### config.mk
export PLATFORM = sky130hd
export DESIGN_NAME = imu_isqrt
export DESIGN_NICKNAME = d
export VERILOG_FILES = /design/src/hdl/imu_pkg.sv /design/src/hdl/imu_isqrt.sv
export SDC_FILE = /design/constraint.sdc
export NUM_CORES = 1
export LEC_CHECK = 0
export BUFFER_PORTS_ARGS = -buffer_cell sky130_fd_sc_hd__buf_2
export CAP_MARGIN = 40
export CORE_MARGIN = 3
export CORE_UTILIZATION = 58
export CTS_BUF_LIST = sky130_fd_sc_hd__clkbuf_2 sky130_fd_sc_hd__clkbuf_4 sky130_fd_sc_hd__clkbuf_8
export DETAILED_ROUTE_END_ITERATION = 6
export GPL_TIMING_DRIVEN = 0
export PLACE_DENSITY = 0.8
export SLEW_MARGIN = 20
export SYNTH_ARGS = -nofsm -noshare
export SYNTH_HDL_FRONTEND = slang
export SYNTH_SLANG_ARGS = --single-unit
### constraint.sdc
create_clock -name clk -period 10.2 [get_ports clk]
set_clock_uncertainty 0.1 [all_clocks]
set_input_delay 1.02 -clock clk [delete_from_list [all_inputs] [get_ports clk]]
set_output_delay 1.02 -clock clk [all_outputs]
set_load 0.02 [all_outputs]
### src/hdl/imu_pkg.sv
// ----------------------------------------------------------------------------
// IMU tilt/yaw package
// Shared constants, CORDIC beat type and arctangent table.
// ----------------------------------------------------------------------------
package imu_pkg;

    localparam int CORDIC_STAGES = 16;
    localparam int XY_W          = 36;
    localparam int Z_W           = 28;

    localparam logic [1:0] REG_AX_OFF = 2'd0;
    localparam logic [1:0] REG_AY_OFF = 2'd1;
    localparam logic [1:0] REG_AZ_OFF = 2'd2;
    localparam logic [1:0] REG_GZ_OFF = 2'd3;

    localparam logic signed [Z_W-1:0] HALF_TURN_Z = 28'sd11796480;
    localparam logic signed [15:0]    ROLL_LIM    = 16'sd23040;
    localparam logic signed [15:0]    PITCH_LIM   = 16'sd11520;

    localparam logic signed [27:0] YAW_HALF = 28'sd23580000;
    localparam logic signed [27:0] YAW_FULL = 28'sd47160000;
    localparam logic [31:0]        YAW_RND  = 32'd65500;

    // divide by 131000: drop 3 low bits, then scale by ceil(2^43 / 16375)
    localparam logic [29:0]        YAW_RECIP       = 30'd537165987;
    localparam int                 YAW_RECIP_SHIFT = 43;

    localparam logic signed [48:0] VEL_MAX = 49'sh0_7FFF_FFFF_FFFF;
    localparam logic signed [48:0] VEL_MIN = -49'sh0_8000_0000_0000;
    localparam logic signed [64:0] POS_MAX = 65'sh0_7FFF_FFFF_FFFF_FFFF;
    localparam logic signed [64:0] POS_MIN = -65'sh0_8000_0000_0000_0000;

    typedef struct packed {
        logic                   valid;
        logic                   pitch;
        logic                   zero;
        logic signed [XY_W-1:0] x;
        logic signed [XY_W-1:0] y;
        logic signed [Z_W-1:0]  z;
    } cordic_beat_t;

    function automatic logic signed [Z_W-1:0] atan_lut(input logic [4:0] idx);
        logic signed [Z_W-1:0] a;
        case (idx)
            5'd0:    a = 28'sd2949120;
            5'd1:    a = 28'sd1740967;
            5'd2:    a = 28'sd919879;
            5'd3:    a = 28'sd466945;
            5'd4:    a = 28'sd234379;
            5'd5:    a = 28'sd117304;
            5'd6:    a = 28'sd58666;
            5'd7:    a = 28'sd29335;
            5'd8:    a = 28'sd14668;
            5'd9:    a = 28'sd7334;
            5'd10:   a = 28'sd3667;
            5'd11:   a = 28'sd1833;
            5'd12:   a = 28'sd917;
            5'd13:   a = 28'sd458;
            5'd14:   a = 28'sd229;
            5'd15:   a = 28'sd115;
            5'd16:   a = 28'sd57;
            5'd17:   a = 28'sd29;
            5'd18:   a = 28'sd14;
            5'd19:   a = 28'sd7;
            5'd20:   a = 28'sd4;
            5'd21:   a = 28'sd2;
            5'd22:   a = 28'sd1;
            default: a = 28'sd0;
        endcase
        return a;
    endfunction

endpackage

### src/hdl/imu_isqrt.sv
// ----------------------------------------------------------------------------
// Integer square root
// Digit-by-digit root of a 62-bit radicand, one result bit per cycle.
// ----------------------------------------------------------------------------
module imu_isqrt
    import imu_pkg::*;
(
    input  logic        clk,
    input  logic        rst_n,
    input  logic        start,
    input  logic [61:0] radicand,
    output logic        done,
    output logic [30:0] root
);

    logic        busy_reg;
    logic        done_reg;
    logic [61:0] n_reg;
    logic [61:0] r_reg;
    logic [61:0] bit_reg;
    logic [62:0] trial;

    assign trial = {1'b0, r_reg} + {1'b0, bit_reg};

    always_ff @(posedge clk or negedge rst_n)
    begin
        if (!rst_n)
        begin
            busy_reg <= 1'b0;
            done_reg <= 1'b0;
        end
        else if (start)
        begin
            busy_reg <= 1'b1;
            done_reg <= 1'b0;
        end
        else if (busy_reg && bit_reg[0])
        begin
            busy_reg <= 1'b0;
            done_reg <= 1'b1;
        end
    end

    always_ff @(posedge clk)
    begin
        if (start)
        begin
            n_reg   <= radicand;
            r_reg   <= '0;
            bit_reg <= 62'd1 << 60;
        end
        else if (busy_reg)
        begin
            if ({1'b0, n_reg} >= trial)
            begin
                n_reg <= n_reg - trial[61:0];
                r_reg <= (r_reg >> 1) + bit_reg;
            end
            else
            begin
                r_reg <= r_reg >> 1;
            end
            bit_reg <= bit_reg >> 2;
        end
    end

    assign done = done_reg;
    assign root = r_reg[30:0];

endmodule

==> metrics.yaml <==
status: "complete, no violations"
async_flop_share_pct: 1.27
rows: 57
cts_buffer_depth: 2
antenna_cells: 0
leakagePower_nw: 6.70
core_um2: 24600
swShare_pct: 47.6
regArea_um2: 3770
p_total_mw: 3.83
post_dp_cell_area_um2: 15700
timing.final.crit_share_pct: 77.0
drc_errors: 0
track_usage_pct: 34.9
worst_hold_path_type: "input pin to async pin"
rrSetupSlack_ps: 2340
setup_viol: 0
ir_drop_mv: 0.200
wirelength_um: 48200
area_delta_synth_final_pct: 9.92
multiInputGateArea_um2: 10100
dr.pass1.iters: 7
grt_pass1_wl_um: 74800
worstSetupPathType: "flip-flop to flip-flop"
nets: 2157
syn_area_um2: 14700
die-area_um2: 27300
dp_worst_setup_slack_ps: 2630
port_buffers: 95
num_vias: 14952
grt_max_degree: 25
synth_edf_count: 62
layout_commonest_cell: "nand2_1"
hold_buffers: 0
ioPinCount: 97
final_area_um2: 16100
post-route-min-period_ps: 7860
p_comb_share_pct: 61.8
clkSlewWorstSetupHoldPaths_ps: 110
p_int_mw: 2.01
layout_common_cells: "nand2_1 (189), nor2_1 (188), o21ai_0 (130), a21oi_1 (126), ha_1 (126)"
synth_cell_types: 84
worst_slew_pin_slew_ps: 988
slew_violations: 0
rsz0062_at_grt: "no"
cts_resized: 0
grt_pass1_vias: 13918
cts_max_level: 4
antenna_found_initial: 0
hold_violations: 0
drt_iter0_markers: 1765
maxCapViolCount: 0
sequentialPowerShare_pct: 25.0
insertion_delay_ps: 490
cts_tree: "built"
cts_buffers: 17
end_kind: "flip-flop"
ys_ff_latch: 157
slew_headroom_pct: 34.1
fp.dieW_um: 165
synthCells: 1840
cp.required_ps: 10290
gp_congestion: 0.980
syn-num-nets: 2032
fillCellCount: 2182
clock-sinks: 157
clkPwrFrac_pct: 13.1
max_freq_ghz: 0.127
setup_slack_ps: 2340
yosysWarningCount: 0
ys_seq_area_share_pct: 25.7
initial_core_util_pct: 59.7
routedWlPerCell_um: 20.9
cp.arrival_ps: 7950
cts_setup_buffers: 0
drive_gt1_share_pct: 11.8
avgSynthCellArea_um2: 7.98
setup-tns-final_ps: 0
crit_fanout: 22
overflow: 0
powerDensity_nw_per_um2: 237
hpwlAfterDp_um: 37700
postRouteAntennaNets: 0
switching_power_mw: 1.82
ys.flop_type: "dfxtp_1"
die_h_um: 165
cts_root_buf: "clkbuf_8"
via_per_inst: 6.50
start_kind: "flip-flop"
layer usage:
metal / vias up / track usage [%] / wire length (um)
li1: 7075 / - / -
met1: 7057 / 48.1 / 20700
met2: 709 / 55.6 / 21500
met3: 111 / 5.76 / 4520
met4: 0 / 11.6 / 1480
met5: - / 0 / 0
worst max-delay path: stages, from the launching register on:
cell and delay (ps):
dfxtp_1 410, ha_1 390, a31oi_1 170, a211oi_1 750, a41oi_1 370, a21oi_1 350
o21ai_0 180, a21oi_1 280, a21oi_1 230, nor3_1 270, nor2_1 110, a311oi_1 370
ha_1 170, clkbuf_1 260, nand4_1 210, nand2b_1 290, nor4_1 590, a31o_2 270
a2bb2oi_1 190, o211ai_2 190, buf_6 220, buf_8 160, buf_4 200, o21ai_4 390
buf_16 220, buf_16 180
cells in the mapped netlist (6+ instances only):
cell	number	area (um^2)
nand2_1	189	709
nor2_1	188	706
o21ai_0	131	656
a21oi_1	126	631
ha_1	126	1580
dfxtp_1	93	1860
clkbuf_1	81	304
xnor2_1	81	709
a31oi_1	63	394
edfxtp_1	62	1860
xor2_1	61	534
mux2i_1	49	490
a21o_1	48	360
inv_1	42	158
nand4_1	38	238
nand3_1	36	180
buf_4	34	255
a211oi_1	32	240
a31o_2	22	193
and3_1	20	125
o21bai_1	20	150
or3_1	20	125
a311oi_1	19	166
nor3_1	18	90.1
nor2b_1	17	106
o21a_1	16	120
nand2b_1	15	93.8
o211ai_1	14	105
and2_1	12	75.1
and4_1	10	87.6
o22ai_1	9	56.3
o31ai_1	9	67.6
a21boi_0	8	60.1
nor4_1	8	50.1
a22oi_1	7	52.6
buf_1	6	22.5
o221ai_1	6	52.6
final timing paths:
check | start | end | cells past startpoint
max in group asynchronous | rst_n | busy_reg$_DFFE_PN0P_ | 1
max | r_reg[2]$_SDFFE_PP0P_ | n_reg[37]$_DFFE_PP_ | 25
max reg2reg | r_reg[2]$_SDFFE_PP0P_ | n_reg[37]$_DFFE_PP_ | 25
min in group clk | done$_DFFE_PN0P_ | done$_DFFE_PN0P_ | 2
min reg2reg | done$_DFFE_PN0P_ | done$_DFFE_PN0P_ | 2
min | rst_n | done$_DFFE_PN0P_ | 1
metrics by stage:
step | utilization, % | std cells | hold WS, ps
3_3_place_gp | 63.3 | 2259 | 390
6_report | 65.6 | 2302 | 193
2_1_floorplan | - | 1840 | 379
3_5_place_dp | 64.0 | 2268 | 427
4_1_cts | 65.6 | 2300 | 185
5_1_grt | 65.6 | 2302 | 180
final cells by class:
type,instances,share of cell area [%]
inverter,43,1.00
clock inverter,14,0.914
multi-input combinational,1509,62.4
buffer,131,4.23
sequential,157,23.4
clock buffer,18,1.53
timing repair buffer,106,4.00
tap,324,2.51
logic make-up (layout without fill, tap and decap cells):
family | count (synthesis) | after routing | share of synthesized area [%]
XOR/XNOR | 142 | 142 | 8.47
buffers and inverters | 174 | 312 | 5.75
AO/OA/AOI/OAI | 603 | 603 | 27.3
adder cells (fa/ha/maj) | 127 | 127 | 10.9
multiplexers | 51 | 51 | 3.49
flip-flops | 157 | 157 | 25.7
AND/OR/NAND/NOR | 586 | 586 | 18.5
power groups by stage:
| stage | clock network, mW | logic [mW] | registers [mW] |
|---|---|---|---|
| 5_1_grt | 0.527 | 2.59 | 0.972 |
| 4_1_cts | 0.502 | 2.31 | 0.957 |
| 3_3_place_gp | 0 | 2.21 | 1.01 |
| 6_report | 0.503 | 2.37 | 0.958 |
| 3_5_place_dp | 0 | 2.31 | 0.966 |
| 2_1_floorplan | 0 | 1.71 | 0.957 |
No activity file was read; power rests on OpenSTA's default activity.
