===== src/hdl/imu_pkg.sv =====
// ----------------------------------------------------------------------------
// IMU tilt/yaw package
// Shared constants, CORDIC beat type and arctangent table.
// ----------------------------------------------------------------------------
package imu_pkg;

    localparam int CORDIC_STAGES = 16;
    localparam int XY_W          = 36;
    localparam int Z_W           = 28;

    localparam logic [1:0] REG_AX_OFF = 2'd0;
    localparam logic [1:0] REG_AY_OFF = 2'd1;
    localparam logic [1:0] REG_AZ_OFF = 2'd2;
    localparam logic [1:0] REG_GZ_OFF = 2'd3;

    localparam logic signed [Z_W-1:0] HALF_TURN_Z = 28'sd11796480;
    localparam logic signed [15:0]    ROLL_LIM    = 16'sd23040;
    localparam logic signed [15:0]    PITCH_LIM   = 16'sd11520;

    localparam logic signed [27:0] YAW_HALF = 28'sd23580000;
    localparam logic signed [27:0] YAW_FULL = 28'sd47160000;
    localparam logic [31:0]        YAW_RND  = 32'd65500;

    // divide by 131000: drop 3 low bits, then scale by ceil(2^43 / 16375)
    localparam logic [29:0]        YAW_RECIP       = 30'd537165987;
    localparam int                 YAW_RECIP_SHIFT = 43;

    localparam logic signed [48:0] VEL_MAX = 49'sh0_7FFF_FFFF_FFFF;
    localparam logic signed [48:0] VEL_MIN = -49'sh0_8000_0000_0000;
    localparam logic signed [64:0] POS_MAX = 65'sh0_7FFF_FFFF_FFFF_FFFF;
    localparam logic signed [64:0] POS_MIN = -65'sh0_8000_0000_0000_0000;

    typedef struct packed {
        logic                   valid;
        logic                   pitch;
        logic                   zero;
        logic signed [XY_W-1:0] x;
        logic signed [XY_W-1:0] y;
        logic signed [Z_W-1:0]  z;
    } cordic_beat_t;

    function automatic logic signed [Z_W-1:0] atan_lut(input logic [4:0] idx);
        logic signed [Z_W-1:0] a;
        case (idx)
            5'd0:    a = 28'sd2949120;
            5'd1:    a = 28'sd1740967;
            5'd2:    a = 28'sd919879;
            5'd3:    a = 28'sd466945;
            5'd4:    a = 28'sd234379;
            5'd5:    a = 28'sd117304;
            5'd6:    a = 28'sd58666;
            5'd7:    a = 28'sd29335;
            5'd8:    a = 28'sd14668;
            5'd9:    a = 28'sd7334;
            5'd10:   a = 28'sd3667;
            5'd11:   a = 28'sd1833;
            5'd12:   a = 28'sd917;
            5'd13:   a = 28'sd458;
            5'd14:   a = 28'sd229;
            5'd15:   a = 28'sd115;
            5'd16:   a = 28'sd57;
            5'd17:   a = 28'sd29;
            5'd18:   a = 28'sd14;
            5'd19:   a = 28'sd7;
            5'd20:   a = 28'sd4;
            5'd21:   a = 28'sd2;
            5'd22:   a = 28'sd1;
            default: a = 28'sd0;
        endcase
        return a;
    endfunction

endpackage


===== src/hdl/imu_cordic_cell.sv =====
// ----------------------------------------------------------------------------
// CORDIC cell
// One vectoring micro-rotation; registers the beat for the next cell.
// ----------------------------------------------------------------------------
module imu_cordic_cell
    import imu_pkg::*;
(
    input  logic         clk,
    input  logic         rst_n,
    input  logic [4:0]   stage,
    input  cordic_beat_t din,
    output cordic_beat_t dout
);

    cordic_beat_t           beat_reg;
    cordic_beat_t           beat_next;
    logic                   valid_reg;
    logic signed [XY_W-1:0] dx;
    logic signed [XY_W-1:0] dy;

    always_comb
    begin
        dx        = din.x >>> stage;
        dy        = din.y >>> stage;
        beat_next = din;
        if (din.y > 0)
        begin
            beat_next.x = din.x + dy;
            beat_next.y = din.y - dx;
            beat_next.z = din.z + atan_lut(stage);
        end
        else
        begin
            beat_next.x = din.x - dy;
            beat_next.y = din.y + dx;
            beat_next.z = din.z - atan_lut(stage);
        end
    end

    always_ff @(posedge clk or negedge rst_n)
    begin
        if (!rst_n)
            valid_reg <= 1'b0;
        else
            valid_reg <= din.valid;
    end

    always_ff @(posedge clk)
    begin
        beat_reg <= beat_next;
    end

    always_comb
    begin
        dout       = beat_reg;
        dout.valid = valid_reg;
    end

endmodule


===== config.mk =====
export PLATFORM = sky130hd
export DESIGN_NAME = imu_cordic_cell
export DESIGN_NICKNAME = d
export VERILOG_FILES = /design/src/hdl/imu_pkg.sv /design/src/hdl/imu_cordic_cell.sv
export SDC_FILE = /design/constraint.sdc
export NUM_CORES = 1
export LEC_CHECK = 0
export ABC_CLOCK_PERIOD_IN_PS = 800
export BUFFER_PORTS_ARGS = -buffer_cell sky130_fd_sc_hd__buf_4
export CAP_MARGIN = 10
export CORE_MARGIN = 1.5
export CORE_UTILIZATION = 54
export DETAILED_ROUTE_END_ITERATION = 10
export GPL_TIMING_DRIVEN = 0
export PLACE_DENSITY = 0.9
export SLEW_MARGIN = 5
export SYNTH_ARGS = -nofsm -noshare
export SYNTH_HDL_FRONTEND = slang
export SYNTH_SLANG_ARGS = --single-unit
export TNS_END_PERCENT = 50

===== constraint.sdc =====
create_clock -name clk -period 0.8 [get_ports clk]
set_input_delay 0.08 -clock clk [delete_from_list [all_inputs] [get_ports clk]]
set_output_delay 0.08 -clock clk [all_outputs]
set_load 0.05 [all_outputs]

==> results.yml, run 1 <==
outcome:
  run_status: "did not finish"
  haltStage: "global routing"
  first-error: "[ERROR GRT-0232] Routing congestion too high. Check the congestion heatmap in the GUI."
clock_tree:
  clk_path_buf_depth: 2
  numCtsBuffers: 9
  cts.sinks: 103
  htree_num_levels: 3
  cts-root-buf: "clkbuf_16"
synth:
  synth_seq_cells: 103
  synth.distinct_cells: 100
  syn-instance-count: 1797
  yosysSeqAreaShare_pct: 13.9
  synth_edf_count: 0
  syn_area_per_cell_um2: 8.30
  syn_nets: 2016
  ys_async_sr_fraction_pct: 0.971
  netlist_area_mm2: 0.0149
  yosysWarnings: 0
  synth_ff_type: "dfxtp_1"
floorplan:
  dieHeight_um: 169
  start_util_pct: 55.2
  io_pins: 213
  dieWidth_um: 169
  rows: 60
placed_design:
  place_area_mm2: 0.0173
  hpwl_um: 56900
  dp.cells: 2349
  portBuffers: 211
  gp_congestion: 1.20
timing:
  crit_endpoint: "dout[62]$_DFF_P_/D"
  worstEpCategory: "sequential cell input"
global_route:
  grt_use_total_pct: 76.3
  gr-total-overflow: 65
  grt_max_degree: 21
stage by stage:
step / setup slack [ns] / setup TNS (ns) / hold slack (ns)
2_1_floorplan: -4.29 / -302.63 / -0.216
3_3_place_gp: -6.29 / -493.10 / -0.145
3_5_place_dp: -6.24 / -499.17 / -0.143
4_1_cts: -4.39 / -327.26 / -0.0155
cells by family after synthesis:
logic type	after synthesis	share of synthesized area [%]
AO/OA/AOI/OAI	540	24.6
AND/OR/NAND/NOR	518	17.5
multiplexers	203	20.2
buffers and inverters	163	5.01
XOR/XNOR	161	9.46
adder cells (fa/ha/maj)	109	9.30
flip-flops	103	13.9
routing by layer:
layer,GRT usage [%],GRT overflow
met1,75.4,4
met5,43.5,2
met2,92.3,29
met3,62.5,0
met4,74.2,30
timing repair:
action	4_1_cts
setup buffers	177
endpoints found under the setup margin	203
hold endpoints to repair	5
pin swaps	198
hold buffers	4
gates resized for setup	492
gates cloned	3
cell usage after synthesis, drive strengths merged, types with 48 or more instances:
cell type / count / share of area (%)
xor2: 53 / 3.1
buf: 53 / 2.2
mux4: 73 / 11
a21oi: 134 / 4.5
clkbuf: 58 / 1.5
mux2i: 81 / 5.5
nand2: 112 / 2.8
dfxtp: 102 / 14
ha: 106 / 8.9
o21ai: 95 / 3.2
xnor2: 108 / 6.3
mux2: 49 / 3.7
nor2: 161 / 4.1
inv: 48 / 1.2
==> inputs of run 2 (changes only) <==
Settings changed: ABC_CLOCK_PERIOD_IN_PS 800 to 1000, CORE_UTILIZATION 54 to 40, PLACE_DENSITY 0.9 to unset, PLACE_DENSITY_LB_ADDON set to 0.15.
Clock period 0.8 ns to 1 ns, I/O delays scaled along.
==> run 2 against run 1 <==
The flow now finishes, with violations (negative setup slack). Synthesized cell count is the same. Synthesized area is the same.
==> results.yml, run 2 <==
global_route:
  grt_use_total_pct: 39.8
  grt_util_met1_pct: 50.2
  busiest_layer: "met2"
  gr-total-overflow: 0
  antenna_found_initial: 3
  grt_max_degree: 20
  grtUsageMet3_pct: 12.0
  grt_pass1_wl_um: 111000
  gr-usage-met2_pct: 58.6
  grt_pass1_vias: 16800
setup_path:
  arrival_ns: 5.45
  path_class: "in2reg"
  end_kind: "flop"
  worstPathRequired_ns: 1.28
  crit_fanout: 8
  cp-start-kind: "primary input"
timing:
  final.min_clock_period_ns: 5.18
  fin_crit_sh_pct: 518
  maxSlewViolCount: 0
  tightestPinTransition_ns: 1.07
  hold_viol_final: 0
  setup-violations-final: 106
  setup_tns_ns: -299.89
  rsz0062_at_grt: "yes"
  fin_ws_ns: -4.18
  relSlewSlack_pct: 27.9
  fmax_mhz: 193
clock_tree:
  clk_pin_slew_ns: 0.08
  htree_num_levels: 3
  cts_tree: "done"
  numCtsBuffers: 9
  clk_path_buf_depth: 2
  cts-root-buf: "clkbuf_16"
  cts.sinks: 103
floorplan:
  io_pins: 213
  die-area_mm2: 0.0384
  rows: 70
  dieHeight_um: 196
  start_util_pct: 40.6
  dieWidth_um: 196
  core_area_mm2: 0.0367
drt:
  finalWirelength_um: 79500
  drt_iter0_drc: 2183
  vias: 17900
  ant_nets: 0
  drc_errors: 0
  post_drt_wl_per_cell_um: 29.8
  drt_first_pass_iters: 10
  viasPerCell: 6.69
synth:
  synth.distinct_cells: 100
  synth_edf_count: 0
  synth_ff_type: "dfxtp_1"
  netlist_area_mm2: 0.0149
  syn_area_per_cell_um2: 8.30
  yosysSeqAreaShare_pct: 13.9
  syn-instance-count: 1797
  ys_async_sr_fraction_pct: 0.971
  synth_top_area_share_pct: 13.7
  yosysTopAreaCell: "dfxtp_1"
  synth.most_common_cell: "nor2_1"
  yosysWarnings: 0
  ys_top_cells_by_count: "nor2_1 (159), a21oi_1 (134), nand2_1 (111), xnor2_1 (108), ha_1 (106)"
  synthTopCellsByArea: "dfxtp_1 (14%), mux4_2 (11%), ha_1 (8.9%)"
  synth_seq_cells: 103
  syn_nets: 2016
finish:
  layout-drive-gt1-share_pct: 44.2
  largest_reg_flops: 102
  post-route-util_pct: 58.7
  register_area_mm2: 0.00211
  mostFrequentLayoutCells: "buf_4 (337), nor2_1 (128), xnor2_1 (100)"
  area_delta_synth_final_pct: 44.5
  layout_commonest_cell: "buf_4"
  finalNonFillerCells: 2669
  final_nets: 2413
  multiInputGateArea_mm2: 0.0138
  finalInstanceArea_mm2: 0.0215
  nFillCells: 3290
placed_design:
  hpwl_um: 58600
  gp_congestion: 1.14
  place_area_mm2: 0.0175
  dp.cells: 2476
  portBuffers: 211
flow_run:
  drv_cap: 0
power:
  pwr_density_cell_mw_per_mm2: 1710
  vdd_drop_max_v: 0.00201
  leakage_nw: 9.04
outcome:
  violations: "negative setup slack"
  run_status: "finished with violations"
hold_path:
  min_path_type: "in2reg"
run 2: final timing paths:
kind                       cells past startpoint  startpoint                   to
max in group asynchronous                      2       rst_n  valid_reg$_DFF_PN0_
worst max-delay path                          25    stage[0]     dout[62]$_DFF_P_
min in group asynchronous                      2       rst_n  valid_reg$_DFF_PN0_
worst min-delay path                           2     din[28]     dout[28]$_DFF_P_
run 2: routing by layer:
metal / wire length, um / share of wire (%)
met5: 37 / 0.047
met4: 6280 / 7.9
met3: 9270 / 12
met2: 33000 / 42
met1: 30900 / 39
run 2: what timing repair did:
item | in CTS | in global routing
endpoints found under the hold margin | 5 | 0
buffers inserted | 95 | 87
endpoints found under the setup margin | 181 | 189
pin swaps | 95 | 118
hold buffers | 4 | 0
gates resized for setup | 373 | 266
gates cloned | 1 | 0
run 2: critical path, cell delays in order:
cell and delay [ns]:
buf_12 0.10, buf_12 0.14, buf_12 0.14, buf_12 0.12, mux4_2 0.55, buf_6 0.15
mux2i_4 0.27, nor2_2 0.09, nor4_4 0.34, buf_4 0.16, nand4_1 0.17, or3_4 0.46
o31ai_4 0.23, xnor2_2 0.10, ha_2 0.21, a21o_1 0.15, a21o_1 0.16, a21oi_2 0.15
nor2_2 0.06, o41a_1 0.36, a31oi_2 0.21, o2bb2ai_2 0.09, or4_4 0.45, and3_1 0.16
or3_1 0.31
run 2: logic make-up (layout without fill, tap and decap cells):
family / after synthesis / count (layout) / synth area share [%]
AO/OA/AOI/OAI: 540 / 540 / 24.6
AND/OR/NAND/NOR: 518 / 518 / 17.5
multiplexers: 203 / 203 / 20.2
buffers and inverters: 163 / 565 / 5.01
XOR/XNOR: 161 / 161 / 9.46
adder cells (fa/ha/maj): 109 / 109 / 9.30
flip-flops: 103 / 103 / 13.9
other: 0 / 2 / 0
run 2: power breakdown:
| group | total [mW] | internal (mW) | switching, mW |
|---|---|---|---|
| Combinational | 26.6 | 10.4 | 16.2 |
| Sequential | 6.55 | 5.96 | 0.590 |
| Clock | 3.69 | 1.75 | 1.94 |
run 2: final cells by class:
| class | count | area share, % |
|---|---|---|
| Clock buffer | 9 | 1.05 |
| Multi-Input combinational cell | 1531 | 64.2 |
| Sequential cell | 103 | 9.77 |
| Tap cell | 468 | 2.72 |
| Timing Repair Buffer | 395 | 15.1 |
| Clock inverter | 7 | 0.290 |
| Antenna cell | 2 | 0.0232 |
| Buffer | 102 | 5.85 |
| Inverter | 52 | 1.06 |
run 2: metrics by stage:
step	hold slack, ns	power [mW]	setup slack [ns]
after global routing	0.00813	38.4	-4.33
after detailed placement	-0.125	28.1	-6.18
final	0.00300	36.9	-4.18
after floorplan	-0.196	21.8	-4.11
after CTS	-0.0220	33.9	-4.20
after global placement	-0.124	28.0	-6.24
(Power assumes the default switching activity.)
